===== config.mk =====
export PLATFORM = sky130hd
export DESIGN_NAME = host_presence_aging_table
export DESIGN_NICKNAME = d
export VERILOG_FILES = /design/src/hdl/hpat_pkg.sv /design/src/hdl/host_presence_aging_table.sv /design/src/hdl/hpat_ctrl.sv /design/src/hdl/hpat_datapath.sv
export SDC_FILE = /design/constraint.sdc
export NUM_CORES = 2
export LEC_CHECK = 0
export BUFFER_PORTS_ARGS = -buffer_cell sky130_fd_sc_hd__buf_4
export CORE_MARGIN = 2
export CORE_UTILIZATION = 30
export CTS_CLUSTER_SIZE = 14
export DETAILED_ROUTE_END_ITERATION = 8
export PLACE_DENSITY = 0.5
export SETUP_SLACK_MARGIN = 0.5
export SKIP_LAST_GASP = 1
export SLEW_MARGIN = 30
export SYNTH_ARGS = -nofsm -noshare
export SYNTH_HDL_FRONTEND = slang
export SYNTH_HIERARCHICAL = 1
export SYNTH_SLANG_ARGS = --single-unit

===== constraint.sdc =====
create_clock -name aclk -period 11.2 [get_ports aclk]
set_input_delay 2.24 -clock aclk [delete_from_list [all_inputs] [get_ports aclk]]
set_output_delay 2.24 -clock aclk [all_outputs]
set_load 0.05 [all_outputs]

===== src/hdl/hpat_pkg.sv =====
// Shared types and constants for the host presence aging table.
// Used by the controller, the datapath and the top level; no dependencies.
package hpat_pkg;

    localparam int ENTRIES = 32;
    localparam int IDX_W   = (ENTRIES > 1) ? $clog2(ENTRIES) : 1;
    localparam int CNT_W   = $clog2(ENTRIES + 1);
    localparam int OUT_CNT_W = 6;

    localparam logic [31:0] GUARD_RESET = 32'd30000;

    typedef enum logic [1:0] {
        KIND_PROBE = 2'd0,
        KIND_PURGE = 2'd1,
        KIND_CLEAR = 2'd2
    } kind_t;

    typedef enum logic [1:0] {
        ST_IDLE   = 2'd0,
        ST_SCAN   = 2'd1,
        ST_DRAIN  = 2'd2,
        ST_COMMIT = 2'd3
    } state_t;

    typedef struct packed {
        logic [31:0] host;
        logic [31:0] seen;
        logic [47:0] link;
        logic        has_link;
    } entry_t;

    typedef struct packed {
        logic load_in;
        logic scan;
        logic commit;
    } cmd_t;

    typedef struct packed {
        logic scan_last;
        logic out_free;
    } sts_t;

    function automatic logic [OUT_CNT_W-1:0] sat_count(input logic [CNT_W-1:0] c);
        logic [CNT_W+OUT_CNT_W-1:0] w;
        w = (CNT_W + OUT_CNT_W)'(c);
        if (w > (CNT_W + OUT_CNT_W)'({OUT_CNT_W{1'b1}})) begin
            return {OUT_CNT_W{1'b1}};
        end
        return w[OUT_CNT_W-1:0];
    endfunction

endpackage


===== src/hdl/host_presence_aging_table.sv =====
// Top level of the host presence aging table: controller plus datapath.
// Depends on hpat_pkg, hpat_ctrl and hpat_datapath.
//
//   Channel   Direction  Handshake          Payload
//   s_        in         s_valid/s_ready    kind, host, responded, hw addr, time
//   m_        out        m_valid/m_ready    include, guard, address, flags, counts
//   cfg_      in         cfg_wr_en          guard time (32 bits)
//
// Each transaction walks all ENTRIES slots through the entry memory read port,
// one slot per cycle, then passes the drain state and commits into the result
// register; a new transaction is accepted only after the last has committed.
// Reset (aresetn low, synchronous) empties the table at once and sets the
// guard time to 30000; no clearing pass. A held result stalls only the
// commit of the following transaction, whose scan proceeds meanwhile.
module host_presence_aging_table (
    input  logic                           aclk,
    input  logic                           aresetn,
    input  logic                           cfg_wr_en,
    input  logic [31:0]                    cfg_wr_data,
    input  logic                           s_valid,
    output logic                           s_ready,
    input  logic [1:0]                     s_kind,
    input  logic [31:0]                    s_host_address,
    input  logic                           s_responded,
    input  logic [47:0]                    s_hardware_address,
    input  logic [31:0]                    s_current_time,
    output logic                           m_valid,
    input  logic                           m_ready,
    output logic                           m_include_res,
    output logic                           m_via_guard,
    output logic [47:0]                    m_known_address,
    output logic                           m_address_known,
    output logic                           m_newly_added,
    output logic                           m_table_full,
    output logic [hpat_pkg::OUT_CNT_W-1:0] m_removed_count,
    output logic [hpat_pkg::OUT_CNT_W-1:0] m_kept_count
);

    hpat_pkg::cmd_t cmd;
    hpat_pkg::sts_t sts;

    hpat_ctrl u_ctrl (
        .aclk    (aclk),
        .aresetn (aresetn),
        .s_valid (s_valid),
        .s_ready (s_ready),
        .sts     (sts),
        .cmd     (cmd)
    );

    hpat_datapath u_datapath (
        .aclk               (aclk),
        .aresetn            (aresetn),
        .cmd                (cmd),
        .sts                (sts),
        .cfg_wr_en          (cfg_wr_en),
        .cfg_wr_data        (cfg_wr_data),
        .s_kind             (s_kind),
        .s_host_address     (s_host_address),
        .s_responded        (s_responded),
        .s_hardware_address (s_hardware_address),
        .s_current_time     (s_current_time),
        .m_valid            (m_valid),
        .m_ready            (m_ready),
        .m_include_res      (m_include_res),
        .m_via_guard        (m_via_guard),
        .m_known_address    (m_known_address),
        .m_address_known    (m_address_known),
        .m_newly_added      (m_newly_added),
        .m_table_full       (m_table_full),
        .m_removed_count    (m_removed_count),
        .m_kept_count       (m_kept_count)
    );

`ifndef SYNTH
    // Commit must never overwrite a result still waiting downstream
    a_commit_free: assert property (@(posedge aclk) disable iff (!aresetn)
        cmd.commit |-> (!m_valid || m_ready))
        else $error("commit while result register occupied");

    // An accepted transaction starts its scan on the next cycle
    a_scan_start: assert property (@(posedge aclk) disable iff (!aresetn)
        (s_valid && s_ready) |=> (cmd.scan && !s_ready))
        else $error("scan did not start after accept");

    // Scanning and accepting are mutually exclusive
    a_no_accept_scan: assert property (@(posedge aclk) disable iff (!aresetn)
        cmd.scan |-> !s_ready)
        else $error("input accepted during scan");

    // Guarded results are always included, and insert and full flags are exclusive
    a_result_flags: assert property (@(posedge aclk) disable iff (!aresetn)
        m_valid |-> ((!m_via_guard || m_include_res) && !(m_newly_added && m_table_full)))
        else $error("inconsistent result flags");
`endif

endmodule


===== src/hdl/hpat_ctrl.sv =====
// Sequencing controller for the host presence aging table.
// Depends on hpat_pkg for the state enum and the command and status structs.
module hpat_ctrl (
    input  logic          aclk,
    input  logic          aresetn,
    input  logic          s_valid,
    output logic          s_ready,
    input  hpat_pkg::sts_t sts,
    output hpat_pkg::cmd_t cmd
);

    hpat_pkg::state_t state_reg;
    hpat_pkg::state_t state_next;

    always_ff @(posedge aclk) begin
        if (!aresetn) begin
            state_reg <= hpat_pkg::ST_IDLE;
        end else begin
            state_reg <= state_next;
        end
    end

    always_comb begin
        state_next = state_reg;
        case (state_reg)
            hpat_pkg::ST_IDLE: begin
                if (s_valid) begin
                    state_next = hpat_pkg::ST_SCAN;
                end
            end
            hpat_pkg::ST_SCAN: begin
                if (sts.scan_last) begin
                    state_next = hpat_pkg::ST_DRAIN;
                end
            end
            hpat_pkg::ST_DRAIN: begin
                state_next = hpat_pkg::ST_COMMIT;
            end
            hpat_pkg::ST_COMMIT: begin
                if (sts.out_free) begin
                    state_next = hpat_pkg::ST_IDLE;
                end
            end
            default: begin
                state_next = hpat_pkg::ST_IDLE;
            end
        endcase
    end

    always_comb begin
        s_ready     = 1'b0;
        cmd.load_in = 1'b0;
        cmd.scan    = 1'b0;
        cmd.commit  = 1'b0;
        case (state_reg)
            hpat_pkg::ST_IDLE: begin
                s_ready     = 1'b1;
                cmd.load_in = s_valid;
            end
            hpat_pkg::ST_SCAN: begin
                cmd.scan = 1'b1;
            end
            hpat_pkg::ST_COMMIT: begin
                cmd.commit = sts.out_free;
            end
            default: begin
                s_ready = 1'b0;
            end
        endcase
    end

endmodule


===== src/hdl/hpat_datapath.sv =====
// Datapath for the host presence aging table: entry memory, valid bits,
// scan evaluation, commit logic and the result register. Depends on hpat_pkg.
module hpat_datapath (
    input  logic                               aclk,
    input  logic                               aresetn,
    input  hpat_pkg::cmd_t                     cmd,
    output hpat_pkg::sts_t                     sts,
    input  logic                               cfg_wr_en,
    input  logic [31:0]                        cfg_wr_data,
    input  logic [1:0]                         s_kind,
    input  logic [31:0]                        s_host_address,
    input  logic                               s_responded,
    input  logic [47:0]                        s_hardware_address,
    input  logic [31:0]                        s_current_time,
    output logic                               m_valid,
    input  logic                               m_ready,
    output logic                               m_include_res,
    output logic                               m_via_guard,
    output logic [47:0]                        m_known_address,
    output logic                               m_address_known,
    output logic                               m_newly_added,
    output logic                               m_table_full,
    output logic [hpat_pkg::OUT_CNT_W-1:0]     m_removed_count,
    output logic [hpat_pkg::OUT_CNT_W-1:0]     m_kept_count
);

    localparam int IW = hpat_pkg::IDX_W;
    localparam int CW = hpat_pkg::CNT_W;
    localparam int OW = hpat_pkg::OUT_CNT_W;

    // Configuration
    logic [31:0] guard_reg;

    // Captured transaction
    hpat_pkg::kind_t kind_reg;
    logic [31:0]     host_reg;
    logic            resp_reg;
    logic [47:0]     hw_reg;
    logic [31:0]     now_reg;

    // Table storage
    hpat_pkg::entry_t            entry_mem_reg [hpat_pkg::ENTRIES];
    hpat_pkg::entry_t            rd_data_reg;
    logic [hpat_pkg::ENTRIES-1:0] valid_reg;

    // Scan state
    logic [IW-1:0] scan_idx_reg;
    logic [IW-1:0] chk_idx_reg;
    logic          chk_vld_reg;
    logic          found_reg;
    logic [IW-1:0] match_idx_reg;
    logic [31:0]   match_seen_reg;
    logic [47:0]   match_link_reg;
    logic          match_has_reg;
    logic          free_found_reg;
    logic [IW-1:0] free_idx_reg;
    logic [CW-1:0] kept_reg;
    logic [CW-1:0] removed_reg;

    // Result register
    logic          m_valid_reg;
    logic          include_reg;
    logic          via_guard_reg;
    logic [47:0]   known_addr_reg;
    logic          addr_known_reg;
    logic          added_reg;
    logic          full_reg;
    logic [OW-1:0] removed_out_reg;
    logic [OW-1:0] kept_out_reg;

    // Scan evaluation
    logic        chk_valid;
    logic [31:0] chk_age;
    logic        chk_live;
    logic        hit;
    logic        free_hit;
    logic        purge_hit;
    logic        keep_hit;

    // Commit evaluation
    logic             hw_nz;
    logic [31:0]      match_age;
    logic             match_live;
    logic             wr_en;
    logic [IW-1:0]    wr_idx;
    hpat_pkg::entry_t wr_data;
    logic             ins_en;
    logic             clr_all;
    logic             res_include;
    logic             res_via_guard;
    logic [47:0]      res_addr;
    logic             res_known;
    logic             res_added;
    logic             res_full;
    logic [CW-1:0]    res_removed;
    logic [CW-1:0]    res_kept;

    assign sts.scan_last = (scan_idx_reg == IW'(hpat_pkg::ENTRIES - 1));
    assign sts.out_free  = !m_valid_reg || m_ready;

    always_ff @(posedge aclk) begin
        if (!aresetn) begin
            guard_reg <= hpat_pkg::GUARD_RESET;
        end else if (cfg_wr_en) begin
            guard_reg <= cfg_wr_data;
        end
    end

    always_ff @(posedge aclk) begin
        if (cmd.load_in) begin
            kind_reg <= hpat_pkg::kind_t'(s_kind);
            host_reg <= s_host_address;
            resp_reg <= s_responded;
            hw_reg   <= s_hardware_address;
            now_reg  <= s_current_time;
        end
    end

    // Entry memory: one write port used at commit, one registered read port
    always_ff @(posedge aclk) begin
        if (wr_en) begin
            entry_mem_reg[wr_idx] <= wr_data;
        end
        if (cmd.scan) begin
            rd_data_reg <= entry_mem_reg[scan_idx_reg];
        end
    end

    always_comb begin
        chk_valid = valid_reg[chk_idx_reg];
        chk_age   = now_reg - rd_data_reg.seen;
        chk_live  = chk_age < guard_reg;
        hit       = chk_vld_reg && chk_valid && (kind_reg == hpat_pkg::KIND_PROBE)
                    && (rd_data_reg.host == host_reg) && !found_reg;
        free_hit  = chk_vld_reg && !chk_valid && !free_found_reg;
        purge_hit = chk_vld_reg && chk_valid && (kind_reg == hpat_pkg::KIND_PURGE)
                    && !chk_live;
        keep_hit  = chk_vld_reg && chk_valid && !purge_hit;
    end

    always_ff @(posedge aclk) begin
        if (!aresetn) begin
            chk_vld_reg <= 1'b0;
        end else begin
            chk_vld_reg <= cmd.scan;
        end
    end

    always_ff @(posedge aclk) begin
        if (cmd.load_in) begin
            scan_idx_reg   <= '0;
            found_reg      <= 1'b0;
            free_found_reg <= 1'b0;
            kept_reg       <= '0;
            removed_reg    <= '0;
        end else begin
            if (cmd.scan) begin
                scan_idx_reg <= scan_idx_reg + IW'(1);
                chk_idx_reg  <= scan_idx_reg;
            end
            if (hit) begin
                found_reg      <= 1'b1;
                match_idx_reg  <= chk_idx_reg;
                match_seen_reg <= rd_data_reg.seen;
                match_link_reg <= rd_data_reg.link;
                match_has_reg  <= rd_data_reg.has_link;
            end
            if (free_hit) begin
                free_found_reg <= 1'b1;
                free_idx_reg   <= chk_idx_reg;
            end
            if (keep_hit) begin
                kept_reg <= kept_reg + CW'(1);
            end
            if (purge_hit) begin
                removed_reg <= removed_reg + CW'(1);
            end
        end
    end

    always_comb begin
        hw_nz         = (hw_reg != 48'd0);
        match_age     = now_reg - match_seen_reg;
        match_live    = match_age < guard_reg;
        wr_en         = 1'b0;
        wr_idx        = match_idx_reg;
        wr_data       = '{host: host_reg, seen: now_reg, link: hw_reg, has_link: hw_nz};
        ins_en        = 1'b0;
        clr_all       = 1'b0;
        res_include   = 1'b0;
        res_via_guard = 1'b0;
        res_addr      = 48'd0;
        res_known     = 1'b0;
        res_added     = 1'b0;
        res_full      = 1'b0;
        res_removed   = '0;
        res_kept      = kept_reg;
        case (kind_reg)
            hpat_pkg::KIND_PROBE: begin
                if (resp_reg) begin
                    res_include = 1'b1;
                    res_addr    = hw_reg;
                    res_known   = hw_nz;
                    if (found_reg) begin
                        // keep the stored link address when none was seen
                        wr_en = cmd.commit;
                        if (!hw_nz) begin
                            wr_data.link     = match_link_reg;
                            wr_data.has_link = match_has_reg;
                        end
                    end else if (free_found_reg) begin
                        wr_en     = cmd.commit;
                        wr_idx    = free_idx_reg;
                        ins_en    = cmd.commit;
                        res_added = 1'b1;
                        res_kept  = kept_reg + CW'(1);
                    end else begin
                        res_full = 1'b1;
                    end
                end else if (found_reg && match_live) begin
                    res_include   = 1'b1;
                    res_via_guard = 1'b1;
                    if (match_has_reg) begin
                        res_addr  = match_link_reg;
                        res_known = 1'b1;
                    end
                end
            end
            hpat_pkg::KIND_PURGE: begin
                res_removed = removed_reg;
            end
            hpat_pkg::KIND_CLEAR: begin
                clr_all  = cmd.commit;
                res_kept = '0;
            end
            default: begin
                res_kept = kept_reg;
            end
        endcase
    end

    always_ff @(posedge aclk) begin
        if (!aresetn) begin
            valid_reg <= '0;
        end else if (clr_all) begin
            valid_reg <= '0;
        end else if (ins_en) begin
            valid_reg[free_idx_reg] <= 1'b1;
        end else if (purge_hit) begin
            valid_reg[chk_idx_reg] <= 1'b0;
        end
    end

    always_ff @(posedge aclk) begin
        if (!aresetn) begin
            m_valid_reg <= 1'b0;
        end else if (cmd.commit) begin
            m_valid_reg <= 1'b1;
        end else if (m_ready) begin
            m_valid_reg <= 1'b0;
        end
    end

    always_ff @(posedge aclk) begin
        if (cmd.commit) begin
            include_reg     <= res_include;
            via_guard_reg   <= res_via_guard;
            known_addr_reg  <= res_addr;
            addr_known_reg  <= res_known;
            added_reg       <= res_added;
            full_reg        <= res_full;
            removed_out_reg <= hpat_pkg::sat_count(res_removed);
            kept_out_reg    <= hpat_pkg::sat_count(res_kept);
        end
    end

    assign m_valid         = m_valid_reg;
    assign m_include_res   = include_reg;
    assign m_via_guard     = via_guard_reg;
    assign m_known_address = known_addr_reg;
    assign m_address_known = addr_known_reg;
    assign m_newly_added   = added_reg;
    assign m_table_full    = full_reg;
    assign m_removed_count = removed_out_reg;
    assign m_kept_count    = kept_out_reg;

endmodule


# [After elaboration in Yosys (flattened, before gate mapping)]
# Memory sizes are Yosys's and may differ from the RTL's. A register that Yosys moved wholly into a read port is not among the register bits.
# Index checks and enable logic that the tools add are counted.
# W data, S select, Z words.
[totals] in_bits=152 output_inout_bits=67 mem_bits_rw=3616 reg_bits=363 memories=1 wordCells=139
[classes] n_mux=50 bitwise=7 eq_ne=10 add_sub_neg=5 reduce_logical=31 n_lt_le_gt_ge=6
[memory_table] memory="u_datapath.entry_mem_reg" depth=32 width=113 read_ports=1 rd_ports_with_merged_regs=1 write_ports=1 line_no="hpat_datapath.sv:42" rtl="hpat_pkg::entry_t entry_mem_reg [hpat_pkg::ENTRIES];"
[ops] operator="$mux W49" n=4
[ops] operator="$mux W48" n=3
[ops] operator="$lt A32 B32 Y1" n=2
[ops] operator="$mux W32" n=2
[ops] operator="$sub A32 B32 Y32" n=2
[ops] operator="$reduce_bool A48 Y1" n=1
[ops] operator="$and A32 B32 Y32" n=1
[ops] operator="$eq A32 B32 Y1" n=1
[ops] operator="$not A32 Y32" n=1
[ops] operator="$or A32 B32 Y32" n=1
[ops] operator="$mux W1" n=26
[ops] operator="$mux W5" n=4
[ops] operator="$mux W6" n=3
[ops] operator="$add A6 B1 Y6 const B" n=2
[ops] operator="$logic_and A1 B1 Y1" n=12
[ops] operator="$lt A5 B6 Y1 const B" n=2
[ops] operator="$pmux W6 S2" n=1
[ops] operator="$demux W1 S5" n=2
[ops] operator="$ge A5 B1 Y1 const B" n=2
[ops] operator="$pmux W2 S4" n=1
[ops] operator="$eq A2 B2 Y1 const B" n=3
[ops] operator="$logic_not A1 Y1" n=6
[ops] operator="$mux W2" n=3
[ops] operator="$reduce_and A2 Y1" n=3
[ops] operator="13 further kinds" n=21

# [Longest topological paths before layout]
[depth] word_depth=9 mapped_depth=21 ltp_nobuf=19

# [Modules after synthesis]
# Netlist, hierarchy kept.
[modules_own_cells] mod="hpat_datapath" area_each_um2=159195.2 cells_per_inst=7059 n_inst=1 seq_area_each_um2=121967.0
[modules_own_cells] mod="hpat_ctrl" area_each_um2=170.2 cells_per_inst=20 n_inst=1 seq_area_each_um2=40.0

# [Worst setup path after synthesis]
# Ideal clock, no wire load.
[synth_path] path_kind="in2reg" from="input port s_valid" to="register u_datapath.match_has_reg (enable)" required_time_ns=10.561 stages=4 setup_ns=0.639 arrival_time_ns=9.650 path_slack_ns=0.911 n_path_buf=0 path_cell_list="and2_2 > a2111oi_0 > nand4_1 > nor3_1"
[synth_between] elab_chain_cells=3
[synth_rtl] item="from (decl)" line_no="host_presence_aging_table.sv:20" rtl="input logic s_valid,"
[synth_rtl] item="$mux W1" line_no="hpat_ctrl.sv:55" rtl="case (state_reg)"
[synth_rtl] item="$not A1 Y1 (no line)"
[synth_rtl] item="$reduce_and A2 Y1 (no line)"
[synth_rtl] item="to (signal assigned)" line_no="hpat_datapath.sv:166" rtl="match_has_reg <= rd_data_reg.has_link;"
[synth_rtl] item="to (decl)" line_no="hpat_datapath.sv:54" rtl="logic match_has_reg;"
# No other way between the ends.
# A chain may end at the register's enable or synchronous reset.

# [Final worst setup path]
[layout_path] from="register u_datapath.now_reg[0]" to="register u_datapath.known_addr_reg[12] (netlist: u_datapath/m_known_address[12]), data pin"
[layout_between] elab_chain_cells=5
[layout_rtl] item="from (decl)" line_no="hpat_datapath.sv:39" rtl="logic [31:0] now_reg;"
[layout_rtl] item="from (signal assigned)" line_no="hpat_datapath.sv:115" rtl="now_reg <= s_current_time;"
[layout_rtl] item="$sub A32 B32 Y32" line_no="hpat_datapath.sv:183" rtl="match_age = now_reg - match_seen_reg;"
[layout_rtl] item="$lt A32 B32 Y1" line_no="hpat_datapath.sv:184" rtl="match_live = match_age < guard_reg;"
[layout_rtl] item="$logic_and A1 B1 Y1" line_no="hpat_datapath.sv:220" rtl="end else if (found_reg && match_live) begin"
[layout_rtl] item="$mux W48" line_no="hpat_datapath.sv:220"
[layout_rtl] item="$mux W48" line_no="hpat_datapath.sv:200" rtl="if (resp_reg) begin"
[layout_rtl] item="to (signal assigned)" line_no="hpat_datapath.sv:268" rtl="known_addr_reg <= res_addr;"
[layout_rtl] item="to (decl)" line_no="hpat_datapath.sv:64" rtl="logic [47:0] known_addr_reg;"
# No other way between the ends.

==> tab_implementation.tex <==
\begin{tabular}{lr}
\hline
Metric & Value \\
\hline
\multicolumn{2}{l}{\textbf{Floorplan}} \\
Num rows & 267 \\
Count of pins on the block boundary & 219 \\
Area of the placeable core & 0.529 mm2 \\
Die Outline Area & 0.537 mm2 \\
Chip Width & 733 um \\
Starting density of the core & 30.1\% \\
Height of the die & 733 um \\
\multicolumn{2}{l}{\textbf{Detailed routing}} \\
Avg Vias per Cell & 5.09 \\
Wirelength, routed & 437 mm \\
Detailed-route wire length on metal 1 & 195 mm \\
Top routing layer in use & met5 \\
Final antenna-violating net count & 0 \\
First-pass DRT Iterations & 5 \\
Drt initial violations & 8346 \\
Met3 Routed Length & 23.3 mm \\
DRC violations left & 0 \\
Routed met2 length & 210 mm \\
Post-detailed-route wirelength per cell & 29.2 um \\
Routed vias & 76.2k \\
\multicolumn{2}{l}{\textbf{Power}} \\
Clock power share & 34.7\% \\
Worst vdd ir & 0.145 mV \\
Sequential fraction of design power & 46.1\% \\
Total power draw & 39600 uW \\
Switching power & 10500 uW \\
Net Sw Frac & 26.6\% \\
Combinational share of power & 19.2\% \\
Leakage & 0.0563 uW \\
Cell-internal power & 29100 uW \\
Power density over the cells & 215 mW/mm2 \\
\multicolumn{2}{l}{\textbf{Cells and area}} \\
Nets & 7904 \\
Fraction of layout instances using a drive strength above 1 & 29.5\% \\
Synthesis-to-layout area growth & 15.7\% \\
Final-layout fill cell count & 48.7k \\
Area of all placed cells without fillers & 0.184 mm2 \\
Combined area of the multi-input logic cells & 0.0356 mm2 \\
Max FFs per register & 3616 \\
Final core utilization & 34.9\% \\
Total area of sequential cells & 0.122 mm2 \\
\multicolumn{2}{l}{\textbf{Place}} \\
Port Buffer Count & 218 \\
GP Congestion & 0.766 \\
Post-DP HPWL & 236 mm \\
Total placed instance area & 0.171 mm2 \\
\multicolumn{2}{l}{\textbf{Logic synthesis}} \\
Most frequent cell after synthesis & edfxtp\_1 \\
Cell taking the most area after synthesis & edfxtp\_1 \\
Post-synth EDFFs & 4005 \\
Synth area leaders & edfxtp\_1 (75\%), mux4\_2 (16\%), dfxtp\_1 (1.1\%) \\
Sequential share of the synthesized area & 76.6\% \\
Post-Synthesis Net Count & 7365 \\
Share of the synthesized area in the top cell type & 75.5\% \\
Gate Count Post-Synth & 7079 \\
Mean cell area of the mapped netlist & 22.5 um2 \\
Count of state elements after synthesis & 4092 \\
Mapped cell area & 0.159 mm2 \\
Leading cell types by count after synthesis & edfxtp\_1 (4005), mux4\_2 (1131), clkbuf\_1 (207) \\
Most instantiated flip-flop cell in the synthesis netlist & edfxtp\_1 \\
Number of warnings printed during yosys synthesis & 6 \\
Library cells used by synthesis & 86 \\
Async set-reset flop share out of synthesis & 0\% \\
\multicolumn{2}{l}{\textbf{Clock tree}} \\
Count of hold-fix buffers inserted at cts & 0 \\
Maximum buffer depth of the clock tree & 4 \\
Clk Latency, worst-skew pair & 1010 ps \\
Clock tree sinks & 4092 \\
Number of levels the H-tree was split into & 5 \\
Post-CTS setup buffers & 0 \\
Register clock-pin slew on the reported worst setup and hold paths & 60 ps \\
Number of buffers created by CTS & 428 \\
Buffer type at the clock tree root & clkbuf\_16 \\
Post-CTS sizing & 0 \\
TritonCTS clock tree & built \\
\multicolumn{2}{l}{\textbf{Setup path}} \\
Critical path fanouts, max & 48 \\
Crit. End Element & register \\
Kind of critical path & reg -> reg \\
Worst EP arrival & 6990 ps \\
Critical path required time & 11940 ps \\
Critical path startpoint category & register \\
\multicolumn{2}{l}{\textbf{GRT}} \\
Vias in the first global route & 78.7k \\
Total grt overflow & 0 \\
Wire length of the first global-routing pass & 616 mm \\
Pin count of the biggest net entering global routing & 140 \\
Global-route usage over all layers & 15.9\% \\
Antenna violations before repair & 25 \\
\multicolumn{2}{l}{\textbf{Timing}} \\
Transition time of the tightest slew-check pin & 1110 ps \\
Final hold viol count & 0 \\
Unrepaired setup endpoints after global routing & no \\
Part of the cycle the worst path needs & 55.8\% \\
Max-slew violation count & 0 \\
Worst Clk Skew & 87.6 ps \\
Min Tclk post-route & 6250 ps \\
Remaining max-slew budget at the tightest pin & 26.3\% \\
Fmax achieved & 0.160 GHz \\
Final TNS setup & 0 ps \\
Setup violators final & 0 \\
\multicolumn{2}{l}{\textbf{Min path}} \\
Hold Crit Class & reg -> reg \\
\multicolumn{2}{l}{\textbf{Outcome}} \\
Run status & complete, no violations \\
\multicolumn{2}{l}{\textbf{Flow run}} \\
Number of maximum-capacitance constraint violations & 0 \\
\hline
\end{tabular}
[cells by family (layout without fill, tap and decap cells)]
group / count (synthesis) / in the layout / synth area share [%]
buffers and inverters: 511 / 1403 / 1.34
other: 0 / 5 / 0
AND/OR/NAND/NOR: 507 / 507 / 1.57
XOR/XNOR: 87 / 87 / 0.478
adder cells (fa/ha/maj): 134 / 134 / 1.06
AO/OA/AOI/OAI: 455 / 455 / 1.90
flip-flops: 4092 / 4092 / 76.6
multiplexers: 1293 / 1293 / 17.1
[worst max-delay path, stage by stage (launching register included)]
cell	delay, ps
edfxtp_1	620
inv_1	200
ha_1	190
inv_1	60
fa_1	400
a21oi_1	240
o22ai_1	190
a21oi_1	470
o221ai_1	340
nor2_1	310
o31ai_1	150
xor2_1	160
ha_1	200
a21o_1	180
a21oi_1	210
inv_1	80
a21oi_2	640
nand2_4	720
o31ai_1	510
[path summary, 6_finish.rpt]
path / startpoint / to / slack [ps] / cells after the start
max: u_datapath/now_reg[0] / u_datapath/m_known_address[12] / 4950 / 18
min: u_datapath/rd_data_reg[1] / u_datapath/match_link_reg[0] / 410 / 0
max reg2reg: u_datapath/now_reg[0] / u_datapath/m_known_address[12] / 4950 / 18
min reg2reg: u_datapath/rd_data_reg[1] / u_datapath/match_link_reg[0] / 410 / 0
[through the flow]
stage / hold slack (ps) / worst slack [ps] / std cells
finish: 413 / 4950 / 15000
global route: 404 / 4800 / 15000
CTS: 409 / 4540 / 14900
detailed placement: 405 / 4610 / 14200
global placement: 401 / 4510 / 14200
floorplan: 400 / 911 / 7079
[cell type report]
class,count,area share [%]
inverters,182,0.371
repair buffers,438,2.10
clock buffers,537,6.10
clock inverters,246,1.16
diodes,5,0.00679
well taps,6994,4.75
flip-flops and latches,4092,66.2
multi-input cells,2476,19.3
[power groups by stage]
stage / clock network [uW] / logic (uW) / registers [uW]
finish: 13700 / 7600 / 18300
global route: 14600 / 8230 / 18300
global placement: 0 / 7540 / 18700
floorplan: 0 / 5190 / 18600
detailed placement: 0 / 7650 / 18700
CTS: 14100 / 7670 / 18300
[layer usage]
metal  up-vias  GRT usage [%]
met4         6           3.21
met1     42100           22.8
li1      31000              -
met5         -              0
met3       521           2.06
met2      2448           26.0
[cell usage in the layout, fill, tap and decap left out, drive strengths merged, types with 15 or more instances in the layout]
master | netlist | layout
edfxtp | 4005 | 4005
mux4 | 1131 | 1131
clkbuf | 207 | 537
buf | 122 | 438
inv | 181 | 196
clkinv | 0 | 195
nand2 | 132 | 132
ha | 132 | 132
nor2 | 128 | 128
mux2 | 117 | 117
a21oi | 94 | 94
dfxtp | 87 | 87
o21ai | 83 | 83
a21o | 74 | 74
o31ai | 55 | 55
xnor2 | 51 | 51
mux2i | 45 | 45
nor2b | 43 | 43
nor3 | 41 | 41
xor2 | 36 | 36
nand4 | 30 | 30
bufinv | 0 | 29
nand3 | 28 | 28
a31oi | 25 | 25
nor4 | 23 | 23
a211oi | 22 | 22
nand2b | 20 | 20
o211ai | 16 | 16
o21a | 15 | 15
and2 | 15 | 15
No activity file was read; power rests on OpenSTA's default activity.
